[config.mk]
export PLATFORM = sky130hd
export DESIGN_NAME = irf_queue
export DESIGN_NICKNAME = d
export VERILOG_FILES = /design/src/hdl/irf_pkg.sv /design/src/hdl/irf_queue.sv
export SDC_FILE = /design/constraint.sdc
export NUM_CORES = 1
export LEC_CHECK = 0
export BUFFER_PORTS_ARGS = -buffer_cell sky130_fd_sc_hd__buf_2
export CAP_MARGIN = 25
export CORE_MARGIN = 4
export CORE_UTILIZATION = 45
export DETAILED_ROUTE_END_ITERATION = 8
export MAX_ROUTING_LAYER = met4
export PLACE_DENSITY = 0.63
export SYNTH_ARGS = -nofsm -noshare
export SYNTH_HDL_FRONTEND = slang
export SYNTH_SLANG_ARGS = --single-unit
[constraint.sdc]
create_clock -name clk -period 17.5 [get_ports clk]
set_clock_uncertainty 0.1 [all_clocks]
set_input_delay 3.5 -clock clk [delete_from_list [all_inputs] [get_ports clk]]
set_output_delay 3.5 -clock clk [all_outputs]
set_load 0.02 [all_outputs]
[src/hdl/irf_pkg.sv]
// Shared constants and the item record for the interval reflection fold.
package irf_pkg;

    localparam int WIDTH  = 32;
    localparam int DW     = WIDTH + 2;
    localparam int QDEPTH = 4;
    localparam int QAW    = $clog2(QDEPTH);
    localparam int QCW    = $clog2(QDEPTH + 1);
    // back pipeline: magnitude stage, one stage per remainder bit, three finishing stages
    localparam int NSTG   = WIDTH + 4;

    typedef struct packed {
        logic                    bypass;
        logic signed [WIDTH-1:0] res;
        logic signed [WIDTH-1:0] lo;
        logic signed [WIDTH-1:0] hi;
        logic signed [DW-1:0]    w;
        logic signed [DW-1:0]    d;
        logic                    neg;
        logic [WIDTH-1:0]        mag;
        logic [DW-1:0]           rem;
    } irf_item_t;

endpackage

[src/hdl/irf_queue.sv]
// Short queue between the front end and the remainder pipeline.
module irf_queue
    import irf_pkg::*;
(
    input  logic      clk,
    input  logic      rst_n,
    input  logic      push,
    input  irf_item_t push_item,
    output logic      full,
    input  logic      pop,
    output irf_item_t pop_item,
    output logic      empty
);

    irf_item_t        mem [QDEPTH];
    logic [QAW-1:0]   wr_ptr_reg;
    logic [QAW-1:0]   rd_ptr_reg;
    logic [QCW-1:0]   count_reg;
    logic [QCW-1:0]   count_next;

    assign full     = (count_reg == QCW'(QDEPTH));
    assign empty    = (count_reg == '0);
    assign pop_item = mem[rd_ptr_reg];

    always_comb
    begin
        count_next = count_reg;
        if (push && !pop)
        begin
            count_next = count_reg + 1'b1;
        end
        else if (pop && !push)
        begin
            count_next = count_reg - 1'b1;
        end
    end

    always_ff @(posedge clk or negedge rst_n)
    begin
        if (!rst_n)
        begin
            wr_ptr_reg <= '0;
            rd_ptr_reg <= '0;
            count_reg  <= '0;
        end
        else
        begin
            if (push)
            begin
                wr_ptr_reg <= wr_ptr_reg + 1'b1;
            end
            if (pop)
            begin
                rd_ptr_reg <= rd_ptr_reg + 1'b1;
            end
            count_reg <= count_next;
        end
    end

    always_ff @(posedge clk)
    begin
        if (push)
        begin
            mem[wr_ptr_reg] <= push_item;
        end
    end

endmodule

==> metrics.csv <==
stage,metric,value,unit
cells_and_area,post-route insts no fill,2852,
run_status,status,"finished, final reports clean",
sta,RSZ-0062 raised after global routing,false,
worst_setup_path,end of the worst register-to-register path,mem[2][45]$_DFFE_PP_,
logic_synthesis,"top cells by area, synth","edfxtp_1, mux4_2, buf_6, dfrtp_1, buf_2",
flow_run,Max-Cap Viols,0,
logic_synthesis,post-synthesis area per instance,27.2,um^2
die,initial core utilization,45.5,%
clock_tree,clock-pin transition on the worst setup and hold timing paths,60,ps
route,Wirelength per Cell,24.1,um
logic_synthesis,Post-synth ARST share,0.749,%
worst_setup_path,crit end category,output pin,
logic_synthesis,"Seq/Total Area, Yosys",82.8,%
place,RePlAce Congestion,0.747,
clock_tree,CTS buffer count,94,
die,die span in y,282,um
worst_setup_path,CP startpoint kind,flip-flop,
logic_synthesis,most common library cells after synthesis,"edfxtp_1, mux4_2, buf_2, buf_6, dfrtp_1",
route,vias,15000,
sta,maximum clock rate,0.126,GHz
sta,Max Slew Vio Count,0,
global_route,Total GRT Usage,17.7,%
logic_synthesis,top-count cell post-synth,edfxtp_1,
cells_and_area,area grow syn2layout,19.3,%
worst_setup_path,Critical R2R Launch,wr_ptr_reg[0]$_DFFE_PN0P_,
min_path,hold crit path type,flip-flop to flip-flop,
worst_setup_path,crit path DAT,4310,ps
worst_setup_path,worst path required time,13900,ps
power,Power Density,178,nW/um^2
global_route,initial antenna violation count,23,
clock_tree,clock latency on the worst-skew pair,640,ps
logic_synthesis,top_reg_cell synth,edfxtp_1,
worst_setup_path,Crit Path Max Fanout,42,
logic_synthesis,Yosys top cell by area,edfxtp_1,
route,via/cell ratio,5.26,
logic_synthesis,Yosys top cell area share,82.3,%
sta,Setup-failing EPs final,0,
clock_tree,post_cts resized,0,
clock_tree,clock buffer depth,3,
min_path,hold path cells,1,
route,routed wl met3,5.48,mm
clock_tree,TritonCTS clock tree,done,
route,Detail Route Antenna Nets,0,
logic_synthesis,area of the mapped netlist,33900,um^2
worst_setup_path,worst r2r path cells,5,
route,initial DRC count,810,
sta,WHS,398,ps
sta,Final min period,7910,ps
global_route,first-pass GRT wire length,102,mm
power,maximum vdd drop,123,uV
cells_and_area,Final Net Count,2022,
route,DRC Markers,0,
power,Tot Pwr,7.20,mW
route,met2 wire length,34.5,mm
clock_tree,Root Driver,clkbuf_16,
sta,Rel. slew slack,15.1,%
die,die area,79700,um^2
cells_and_area,ratio of cells with drive above 1 in the final layout,46.2,%
place,placed insts,2651,
sta,Hold Fails Final Rpt,0,
sta,Tcrit/Tclk final,45.2,%
route,top sig layer,met4,
power,Leak,13.7,nW
min_path,hold_sp,count_reg[2]$_DFFE_PN0P_,
place,DP HPWL,41.8,mm
sta,TNS Setup,0,ps
sta,setup ws final,9590,ps
logic_synthesis,Post-synth EDFFs,928,
die,row cnt,100,
clock_tree,clock sinks,935,
place,I/O Buffers,469,
logic_synthesis,syn nets,1488,
worst_setup_path,worst setup path startpoint,rd_ptr_reg[0]$_DFFE_PN0P_,
route,Post-Route WL,68.8,mm
logic_synthesis,Yosys warning count,0,
worst_setup_path,Crit Path Category,flip-flop to output pin,
die,Die X,282,um
worst_setup_path,r2r setup slk,13820,ps
logic_synthesis,Yosys reg bits,935,
clock_tree,post-CTS setup buffers,0,
global_route,GR Overflow Total,0,
logic_synthesis,unique cell type count in the Yosys netlist,18,
clock_tree,CTS HTree Levels,3,
clock_tree,# hold bufs at CTS,0,
global_route,largest net degree at the start of global routing,130,
worst_setup_path,Setup crit end,pop_item[149],
route,drt first pass iters,5,
die,core area,74400,um^2
place,setup slack at placement,9680,ps
global_route,number of global-route vias before repair,16100,
route,met1 WL,27.2,mm
logic_synthesis,Syn Inst Count,1246,
cells_and_area,Largest register FFs,928,
sta,Worst-Margin Slew,1270,ps
die,Ports,470,
[layout by cell type, fill, tap and decap left out, drive strengths merged]
cell and count:
nor3 1, clkinv 45, ha 5, mux4 232
and2 4, inv 8, mux2 1, buf 490
nor2 1, nand2 2, nor3b 1, clkinvlp 1
o21ai 1, fa 1, edfxtp 928, xnor2 2
clkbuf 115, bufinv 9, dfrtp 7, diode 25
xor2 4
[metal layers]
layer / global-route usage [%] / up-vias
li1: - / 6550
met1: 22.1 / 7905
met2: 28.0 / 442
met3: 5.72 / 106
met4: 5.21 / 0
met5: - / -
[cell type report]
cell class / instances / area, um^2
Tap cell: 969 / 1210
Clock buffer: 115 / 2430
Antenna cell: 25 / 62.6
Inverter: 4 / 15.0
Fill cell: 5627 / 34100
Sequential cell: 935 / 28000
Multi-Input combinational cell: 255 / 5440
Clock inverter: 59 / 599
Timing Repair Buffer: 490 / 2590
[critical path: stages (launching register included)]
cell	delay, ps
dfrtp_4	850
buf_4	720
buf_4	330
buf_16	310
buf_4	570
mux4_2	590
buf_2	180
[report_power, final]
| part | internal (mW) | leakage, nW | switching [mW] | total [mW] |
|---|---|---|---|---|
| registers | 2.93 | 8.60 | 0.126 | 3.06 |
| logic | 0.858 | 3.58 | 1.35 | 2.21 |
| clock network | 1.13 | 1.48 | 0.808 | 1.94 |
| total | 4.92 | 13.7 | 2.28 | 7.20 |
[worst min path at each step]
stage | to | slack, ps
after floorplan | count_reg[2]$_DFFE_PN0P_ | 360
after global placement | count_reg[2]$_DFFE_PN0P_ | 370
after detailed placement | count_reg[2]$_DFFE_PN0P_ | 390
after CTS | count_reg[2]$_DFFE_PN0P_ | 400
after global routing | count_reg[2]$_DFFE_PN0P_ | 410
final | count_reg[2]$_DFFE_PN0P_ | 400
[through the flow]
| stage | instance area (um^2) | util [%] |
|---|---|---|
| 2_1_floorplan | 33900 | - |
| 4_1_cts | 40300 | 54.1 |
| 6_report | 40400 | 54.3 |
| 5_1_grt | 40400 | 54.2 |
| 3_3_place_gp | 37200 | 50.0 |
| 3_5_place_dp | 37200 | 50.0 |
[kinds of logic (layout without fill, tap and decap cells)]
kind of cell,Yosys count,in the layout,share of synthesized area [%]
AND/OR/NAND/NOR,9,9,0.144
AO/OA/AOI/OAI,1,1,0.0148
other,0,25,0
flip-flops,935,935,82.8
buffers and inverters,56,668,1.14
multiplexers,233,233,15.5
XOR/XNOR,6,6,0.155
adder cells (fa/ha/maj),6,6,0.244
(Power assumes the default switching activity.)
