--- config.mk ---
export PLATFORM = sky130hd
export DESIGN_NAME = irf_front
export DESIGN_NICKNAME = d
export VERILOG_FILES = /design/src/hdl/irf_pkg.sv /design/src/hdl/irf_front.sv
export SDC_FILE = /design/constraint.sdc
export NUM_CORES = 1
export LEC_CHECK = 0
export BUFFER_PORTS_ARGS = -buffer_cell sky130_fd_sc_hd__buf_2
export CORE_MARGIN = 5
export CORE_UTILIZATION = 40
export CTS_CLUSTER_SIZE = 14
export DETAILED_ROUTE_END_ITERATION = 12
export GPL_TIMING_DRIVEN = 0
export MAX_ROUTING_LAYER = met4
export PLACE_DENSITY = 0.65
export SLEW_MARGIN = 20
export SYNTH_ARGS = -nofsm -noshare
export SYNTH_HDL_FRONTEND = slang
export SYNTH_SLANG_ARGS = --single-unit
--- constraint.sdc ---
create_clock -name clk -period 14.9 [get_ports clk]
set_input_delay 1.49 -clock clk [delete_from_list [all_inputs] [get_ports clk]]
set_output_delay 1.49 -clock clk [all_outputs]
set_load 0.02 [all_outputs]
--- src/hdl/irf_pkg.sv ---
// Shared constants and the item record for the interval reflection fold.
package irf_pkg;

    localparam int WIDTH  = 32;
    localparam int DW     = WIDTH + 2;
    localparam int QDEPTH = 4;
    localparam int QAW    = $clog2(QDEPTH);
    localparam int QCW    = $clog2(QDEPTH + 1);
    // back pipeline: magnitude stage, one stage per remainder bit, three finishing stages
    localparam int NSTG   = WIDTH + 4;

    typedef struct packed {
        logic                    bypass;
        logic signed [WIDTH-1:0] res;
        logic signed [WIDTH-1:0] lo;
        logic signed [WIDTH-1:0] hi;
        logic signed [DW-1:0]    w;
        logic signed [DW-1:0]    d;
        logic                    neg;
        logic [WIDTH-1:0]        mag;
        logic [DW-1:0]           rem;
    } irf_item_t;

endpackage

--- src/hdl/irf_front.sv ---
// Front end: takes input transactions, forms width and offset, flags trivial cases.
module irf_front
    import irf_pkg::*;
(
    input  logic                    clk,
    input  logic                    rst_n,
    input  logic                    in_valid,
    output logic                    in_stall,
    input  logic signed [WIDTH-1:0] value,
    input  logic signed [WIDTH-1:0] low_end,
    input  logic signed [WIDTH-1:0] upper_bound,
    output logic                    push,
    output irf_item_t               push_item,
    input  logic                    q_full
);

    logic      valid_reg;
    logic      valid_next;
    irf_item_t item_reg;
    irf_item_t item_next;
    logic      take;
    logic      empty_iv;
    logic      in_range;

    assign in_stall = valid_reg && q_full;
    assign take     = in_valid && !in_stall;
    assign push     = valid_reg && !q_full;
    assign push_item = item_reg;

    always_comb
    begin
        item_next.lo  = low_end;
        item_next.hi  = upper_bound;
        item_next.w   = DW'(upper_bound) - DW'(low_end);
        item_next.d   = DW'(value) - DW'(low_end);
        item_next.neg = 1'b0;
        item_next.mag = '0;
        item_next.rem = '0;
        empty_iv = (upper_bound <= low_end);
        in_range = (value >= low_end) && (value <= upper_bound);
        item_next.bypass = empty_iv || in_range;
        item_next.res    = empty_iv ? low_end : value;
    end

    always_comb
    begin
        if (take)
        begin
            valid_next = 1'b1;
        end
        else if (push)
        begin
            valid_next = 1'b0;
        end
        else
        begin
            valid_next = valid_reg;
        end
    end

    always_ff @(posedge clk or negedge rst_n)
    begin
        if (!rst_n)
        begin
            valid_reg <= 1'b0;
        end
        else
        begin
            valid_reg <= valid_next;
        end
    end

    always_ff @(posedge clk)
    begin
        if (take)
        begin
            item_reg <= item_next;
        end
    end

endmodule

==> metrics.md, run 1 <==
| Metric | Value |
|---|---|
| Outcome | completed |
| Worst r2r src | valid_reg |
| CP cell instances | buf_2 -> inv_1 -> ha_1 -> nand2b_1 -> a21oi_1 -> o211ai_1 -> a41oi_1 -> o21ai_0 -> a21oi_1 -> o21ai_2 -> buf_2 -> mux2_2 |
| CTS Hold Bufs | 0 |
| Resized Gates After CTS | 0 |
| Residual DRC | 0 |
| Synth Warn # | 0 |
| Arrival time at the worst endpoint | ~4700 ps |
| Final Wtd Congestion | about 0.93 |
| Die Y | 171.6 µm |
| Final Cycle Share | ~30% |
| R2R depth | 6 |
| Worst path slowest cell | o21ai_2 |
| Max-Cap Viols | 0 |
| Power Dens Cells | between 100 and 150 mW/mm² |
| Count of different cell masters after synthesis | 63 |
| FF+latch count, synth | ~160 |
| Crit path launch | low_end[1] |
| Hold path start | valid_reg |
| RSZ-0062 raised after global routing | false |
| Post-CTS setup buffers | 0 |
| TritonCTS clock tree | yes |
| Max_slew headroom | 29.61% |
| Fillers | about 2400 |
| Final setup vio count | 0 |
| Top cell type's share of synthesized area | ~47% |
| Worst path bufs/invs | 3 |
| Root Buffer | clkbuf_16 |
| DP HPWL | approximately 25 mm |
| Worst Hold End | valid_reg |
| Clock Skew | roughly 12 ps |
| Post-Route WL | a little over 30 mm |
| Top post-synthesis cells by area | edfxtp_1 (47%), ha_1 (12%), buf_4 (5.0%) |
| Inst Count DP | ~1600 |
| Max reg flops | 163 |
| Aggregate global routing overflow | 0 |
| I/O Buffers | between 200 and 300 |
| Initial Util | 40.32% |
| Area grow syn2layout | 26.73% |
| Syn Inst Count | around 950 |
| I/O pin cnt | 334 |
| Final ANT Viol Nets | 0 |
| Largest net degree at the start of global routing | 29 |
| Hold crit path type | reg2reg |
| Tightest Pin Transition | about 1000 ps |
| Fin nets | around 1500 |
| Total CTS buffers | 17 |
| Core area | between 0.02 and 0.03 mm² |
| Post-Synthesis Cell Area | 0.01045 mm² |
| Leakage power | ~0.0062 µW |
| Clock latency on the worst-skew pair | around 430 ps |
| Sink Count | ~160 |
| Post-synth EDFFs | roughly 160 |
| Vias in the first global route | approximately 8300 |
| Reg clk slew, reported paths | around 70 ps |
| First-pass GRT wire length | ~46 mm |
| Commonest non-fill, non-tap cell in the layout | buf_2 |
| Initial antenna violation count | 2 |
| Initial DRT Pass Iterations | 5 |
| Achievable Freq | roughly 0.22 GHz |
| Hold Path Stages | 2 |
| Rows | slightly below 60 |
| GRT Overall Usage | between 20% and 30% |
| Share of flip-flops with an asynchronous set or reset | 0.6098% |
| Via density | slightly above 5 |
| Die area | approximately 0.03 mm² |
| Register area share after synthesis | 47.09% |
| Vias | approximately 8400 |
| Routed length per placed instance | 18.59 µm |
| Layout Cells excl Fill | between 1500 and 2000 |
| Most frequent cells in the layout | buf_2 (270), edfxtp_1 (163), ha_1 (98), inv_1 (84), a21oi_1 (73) |
| Clock period minus worst slack | between 4000 and 5000 ps |
| Die width | between 150 and 200 µm |
| Worst R2R Setup Slack | approximately 13000 ps |
| Clock Path Buffers | 2 |
| Delay-heaviest family, CP | compound AO/OA/AOI/OAI gates |
| Crit. End Element | register |
| H-tree levels | 4 |
| Slew Limit Fails | 0 |
| CP Data Required Time | 15070 ps |
| Max VDD drop | between 0.05 and 0.06 mV |
| Worst r2r dst | push_item[153] |
| Top_reg_cell synth | edfxtp_1 |
| Layout cells sized above 1 | between 30% and 40% |
| Startpoint types | input pin |
| Max FO, Critical Path | 10 |
| DR iter-0 viols | 662 |
| Syn_area_per_cell | about 11 µm² |
| Final hold violations | 0 |
| Yosys top cell by area | edfxtp_1 |
| Worst setup path class | in2reg |
| Setup_tns | 0 ps |
| Crit path largest cell delay | approximately 570 ps |
==> per-stage QoR <==
step / util, % / hold WS (ps) / instance area (µm²) / setup WS [ps] / total power, µW
2_1_floorplan: - / 739.4 / 10700 / 5321 / 842.7
3_3_place_gp: 48.03 / 593.1 / 12450 / 1774 / 958.6
3_5_place_dp: 48.70 / 689.8 / 12620 / 9843 / 960.4
4_1_cts: 51.08 / 710.9 / 13240 / 10280 / 1435
5_1_grt: 51.10 / 733.5 / 13240 / 10100 / 1492
6_report: 51.10 / 698.6 / 13240 / 10360 / 1426
==> routing by layer <==
metal | up-vias | wire [µm] | track usage (%)
met4 | 0 | 777 | 6.648
li1 | 4097 | - | -
met5 | - | 0 | -
met1 | 3891 | 13420 | 26.71
met2 | 365 | 14340 | 32.50
met3 | 43 | 2312 | 5.286
==> synth_stat cells, types with 22 or more instances <==
cell type	instances
edfxtp_1	163
ha_1	98
inv_1	84
a21oi_1	73
buf_4	70
nor2_1	49
a21o_1	45
nand2_1	45
o21ai_0	35
mux2_2	31
xnor2_1	29
xor2_1	22
==> cell families after synthesis <==
group,synth area share [%]
AOI/OAI and AO/OA,14.41
and+or+nand+nor,9.629
buffers and inverters,8.814
DFF,47.09
adders and majority gates,12.12
xor gates and xnor gates,4.275
muxes,3.629
other,0.03589
==> cell type report <==
| type | instances | area, µm² | share of cell area, % |
|---|---|---|---|
| multi-input combinational | 680 | 4866 | 36.75 |
| sequential | 164 | 4920 | 37.16 |
| antenna | 2 | 5.005 | 0.03780 |
| timing repair buffer | 273 | 1494 | 11.28 |
| buffer | 90 | 605.6 | 4.574 |
| clock buffer | 19 | 442.9 | 3.345 |
| inverter | 84 | 315.3 | 2.381 |
| clock inverter | 13 | 172.7 | 1.304 |
| tap | 335 | 419.2 | 3.166 |
==> power by group <==
| part | internal (µW) | leakage, µW | switching, µW | total, µW |
|---|---|---|---|---|
| combinational | 144 | 0.00433 | 240 | 384 |
| clock | 272 | 0.000298 | 200 | 472 |
| sequential | 561 | 0.00156 | 8.58 | 570 |
==> tightest hold or removal path, delay by kind of cell (launching register included) <==
kind,cells,cell delay [ps]
AND/OR/NAND/NOR,2,340
flip-flops,1,330
==> worst max path at each step <==
stage          cells after the start              to
2_1_floorplan                      2  push_item[101]
3_3_place_gp                       3  push_item[133]
3_5_place_dp                      12  push_item[222]
4_1_cts                           12  push_item[222]
5_1_grt                           12  push_item[222]
6_report                          12  push_item[222]
Power figures use the tool's default switching activity.
==> run 2, diff against run 1 <==
==> constraint.sdc (replaced) <==
create_clock -name clk -period 4.6 [get_ports clk]
set_input_delay 0.46 -clock clk [delete_from_list [all_inputs] [get_ports clk]]
set_output_delay 0.46 -clock clk [all_outputs]
set_load 0.02 [all_outputs]
==> run 2 against run 1 <==
  * Global-route usage fell by 0.14 points
  * Power rose to 3.2 times the previous value
  * Clock-buffer cell count fell by 1
  * Critical path type unchanged
  * Critical endpoint unchanged
  * Largest cell class unchanged
==> metrics.md, run 2 (synthesis results as in run 1) <==
| Metric | Value |
|---|---|
| Max-Cap Viols | 0 |
| Clock Power Share | 31.6% |
| PnR Total Power | 4510 µW |
| Vias | approximately 8400 |
| Max FO, Critical Path | 10 |
| Residual DRC | 0 |
| Reg clk slew, reported paths | roughly 80 ps |
| Clock Skew | about 12 ps |
| Max VDD drop | approximately 0.19 mV |
| Aggregate global routing overflow | 0 |
| Die area | ~0.029 mm² |
| H-tree levels | 4 |
| Hold crit path type | in2reg |
| Worst r2r dst | push_item[125] |
| Psw | between 1000 and 1500 µW |
| Clock Path Buffers | 2 |
| Commonest non-fill, non-tap cell in the layout | buf_2 |
| Comb power frac | a little over a quarter |
| Leakage power | 0.006161 µW |
| Initial DRT Pass Iterations | 5 |
| Final hold violations | 0 |
| Final Wtd Congestion | 0.9395 |
| Sink Count | approximately 160 |
| Max reg flops | between 150 and 200 |
| Outcome | completed |
| Post-CTS setup buffers | 0 |
| Core area | approximately 0.026 mm² |
| Die Y | 171.6 µm |
| Post-Route WL | ~30 mm |
| Slew Limit Fails | 0 |
| Net Sw Frac | approximately 33% |
| RSZ-0062 raised after global routing | false |
| DP Worst Slack | about 460 ps |
| Final worst slack | just over 1000 ps |
| Critical Path End | push_item[222] |
| Vias in the first global route | 8192 |
| Power Internal | about 3000 µW |
| Rows | 59 |
| Crit. End Element | register |
| Max_slew headroom | 43.57% |
| Final Cycle Share | 78.15% |
| TritonCTS clock tree | yes |
| Root Buffer | clkbuf_16 |
| I/O Buffers | approximately 270 |
| Power Dens Cells | around 340 mW/mm² |
| Area after DPL | roughly 0.013 mm² |
| Die width | ~170 µm |
| Routed length per placed instance | 18.44 µm |
| Largest net degree at the start of global routing | 29 |
| Flop pwr share | 40.9% |
| Setup_tns | 0 ps |
| Fin nets | around 1500 |
| Startpoint types | input pin |
| Total CTS buffers | 17 |
| CP Data Required Time | about 4800 ps |
| First-pass GRT wire length | 45.47 mm |
| DP HPWL | 24.87 mm |
| Area grow syn2layout | 26.16% |
| Core Util, Final | 50.87% |
| Achievable Freq | approximately 0.28 GHz |
| Worst R2R Setup Slack | 2500 ps |
| Tightest Pin Transition | approximately 840 ps |
| Initial Util | between 40% and 50% |
| Clock period minus worst slack | ~3600 ps |
| Fillers | roughly 2400 |
| R2R depth | 5 |
| Worst r2r src | valid_reg |
| Final setup vio count | 0 |
| I/O pin cnt | roughly 330 |
| Clock latency on the worst-skew pair | roughly 430 ps |
| Final ANT Viol Nets | 0 |
| GRT Overall Usage | 20.69% |
| Crit path launch | low_end[1] |
| Via density | 5.057 |
| Design area | roughly 0.013 mm² |
| DR iter-0 viols | a little over 600 |
| Layout cells sized above 1 | between 30% and 40% |
| Most frequent cells in the layout | buf_2 (270), edfxtp_1 (163), ha_1 (98), inv_1 (84), a21oi_1 (73) |
| Initial antenna violation count | 3 |
| Arrival time at the worst endpoint | 3780 ps |
| Worst setup path class | in2reg |
## run 2: cell types whose count changed in the layout (fill, tap and decap cells not counted)
| cell | change |
|---|---|
| clkinv_4 | -1 |
| clkbuf_8 | -1 |
| inv_6 | +4 |
| bufinv_16 | -2 |
| buf_16 | -1 |
| dlygate4sd3_1 | +1 |
| clkinv_2 | -1 |
| clkinvlp_4 | +1 |
| diode_2 | +1 |
## run 2: power by group through the flow
| stage | sequential (µW) | clock (µW) | combinational (µW) |
|---|---|---|---|
| 5_1_grt | 1860 | 1520 | 1350 |
| 6_report | 1850 | 1430 | 1240 |
| 2_1_floorplan | 2040 | 0 | 670 |
| 4_1_cts | 1850 | 1460 | 1240 |
| 3_3_place_gp | 1890 | 0 | 1200 |
| 3_5_place_dp | 1880 | 0 | 1230 |
## run 2: routing by layer
layer,vias up,GRT usage (%),share of wire (%)
li1,4087,-,-
met4,0,5.684,2.0
met2,331,32.41,47
met5,-,-,0
met3,33,4.413,7.1
met1,3948,27.35,44
## run 2: critical path: stages
cell	delay (ps)
buf_2	160
inv_1	120
ha_1	330
nand2b_1	100
a21oi_1	120
o211ai_1	210
a41oi_1	180
o21ai_0	470
a21oi_1	170
o21ai_2	590
buf_2	440
mux2_2	400
## run 2: metrics by stage
stage / hold WS (ps) / instances
floorplan: 164.4 / 1018
global placement: 235.1 / 1619
detailed placement: 236.5 / 1625
CTS: 205.6 / 1658
global route: 200.2 / 1661
finish: 221.6 / 1661
## run 2: how the worst min path moves through the flow
stage	cells after the start	from	slack, ps	end
after CTS	1	low_end[4]	210	push_item[171]
after floorplan	0	rst_n	160	valid_reg
final	1	low_end[4]	220	push_item[171]
after global routing	1	low_end[5]	200	push_item[172]
after detailed placement	1	rst_n	240	valid_reg
after global placement	1	rst_n	240	valid_reg
## run 2: final cells by class
cell class              instances  area (µm²)  area share (%)
clock buffers                  18       429.2           3.256
inverters                      84       315.3           2.392
well taps                     335       419.2           3.180
diodes                          3       7.507         0.05696
clock inverters                14       141.4           1.073
flip-flops and latches        164        4920           37.33
multi-input cells             680        4866           36.92
repair buffers                273        1476           11.20
plain buffers                  90       605.6           4.595
## run 2: what timing repair did
| item | in CTS | in global routing |
|---|---|---|
| endpoints found under the hold margin | 1 | 0 |
| gates resized for setup | 0 | 0 |
| hold buffers | 1 | 0 |
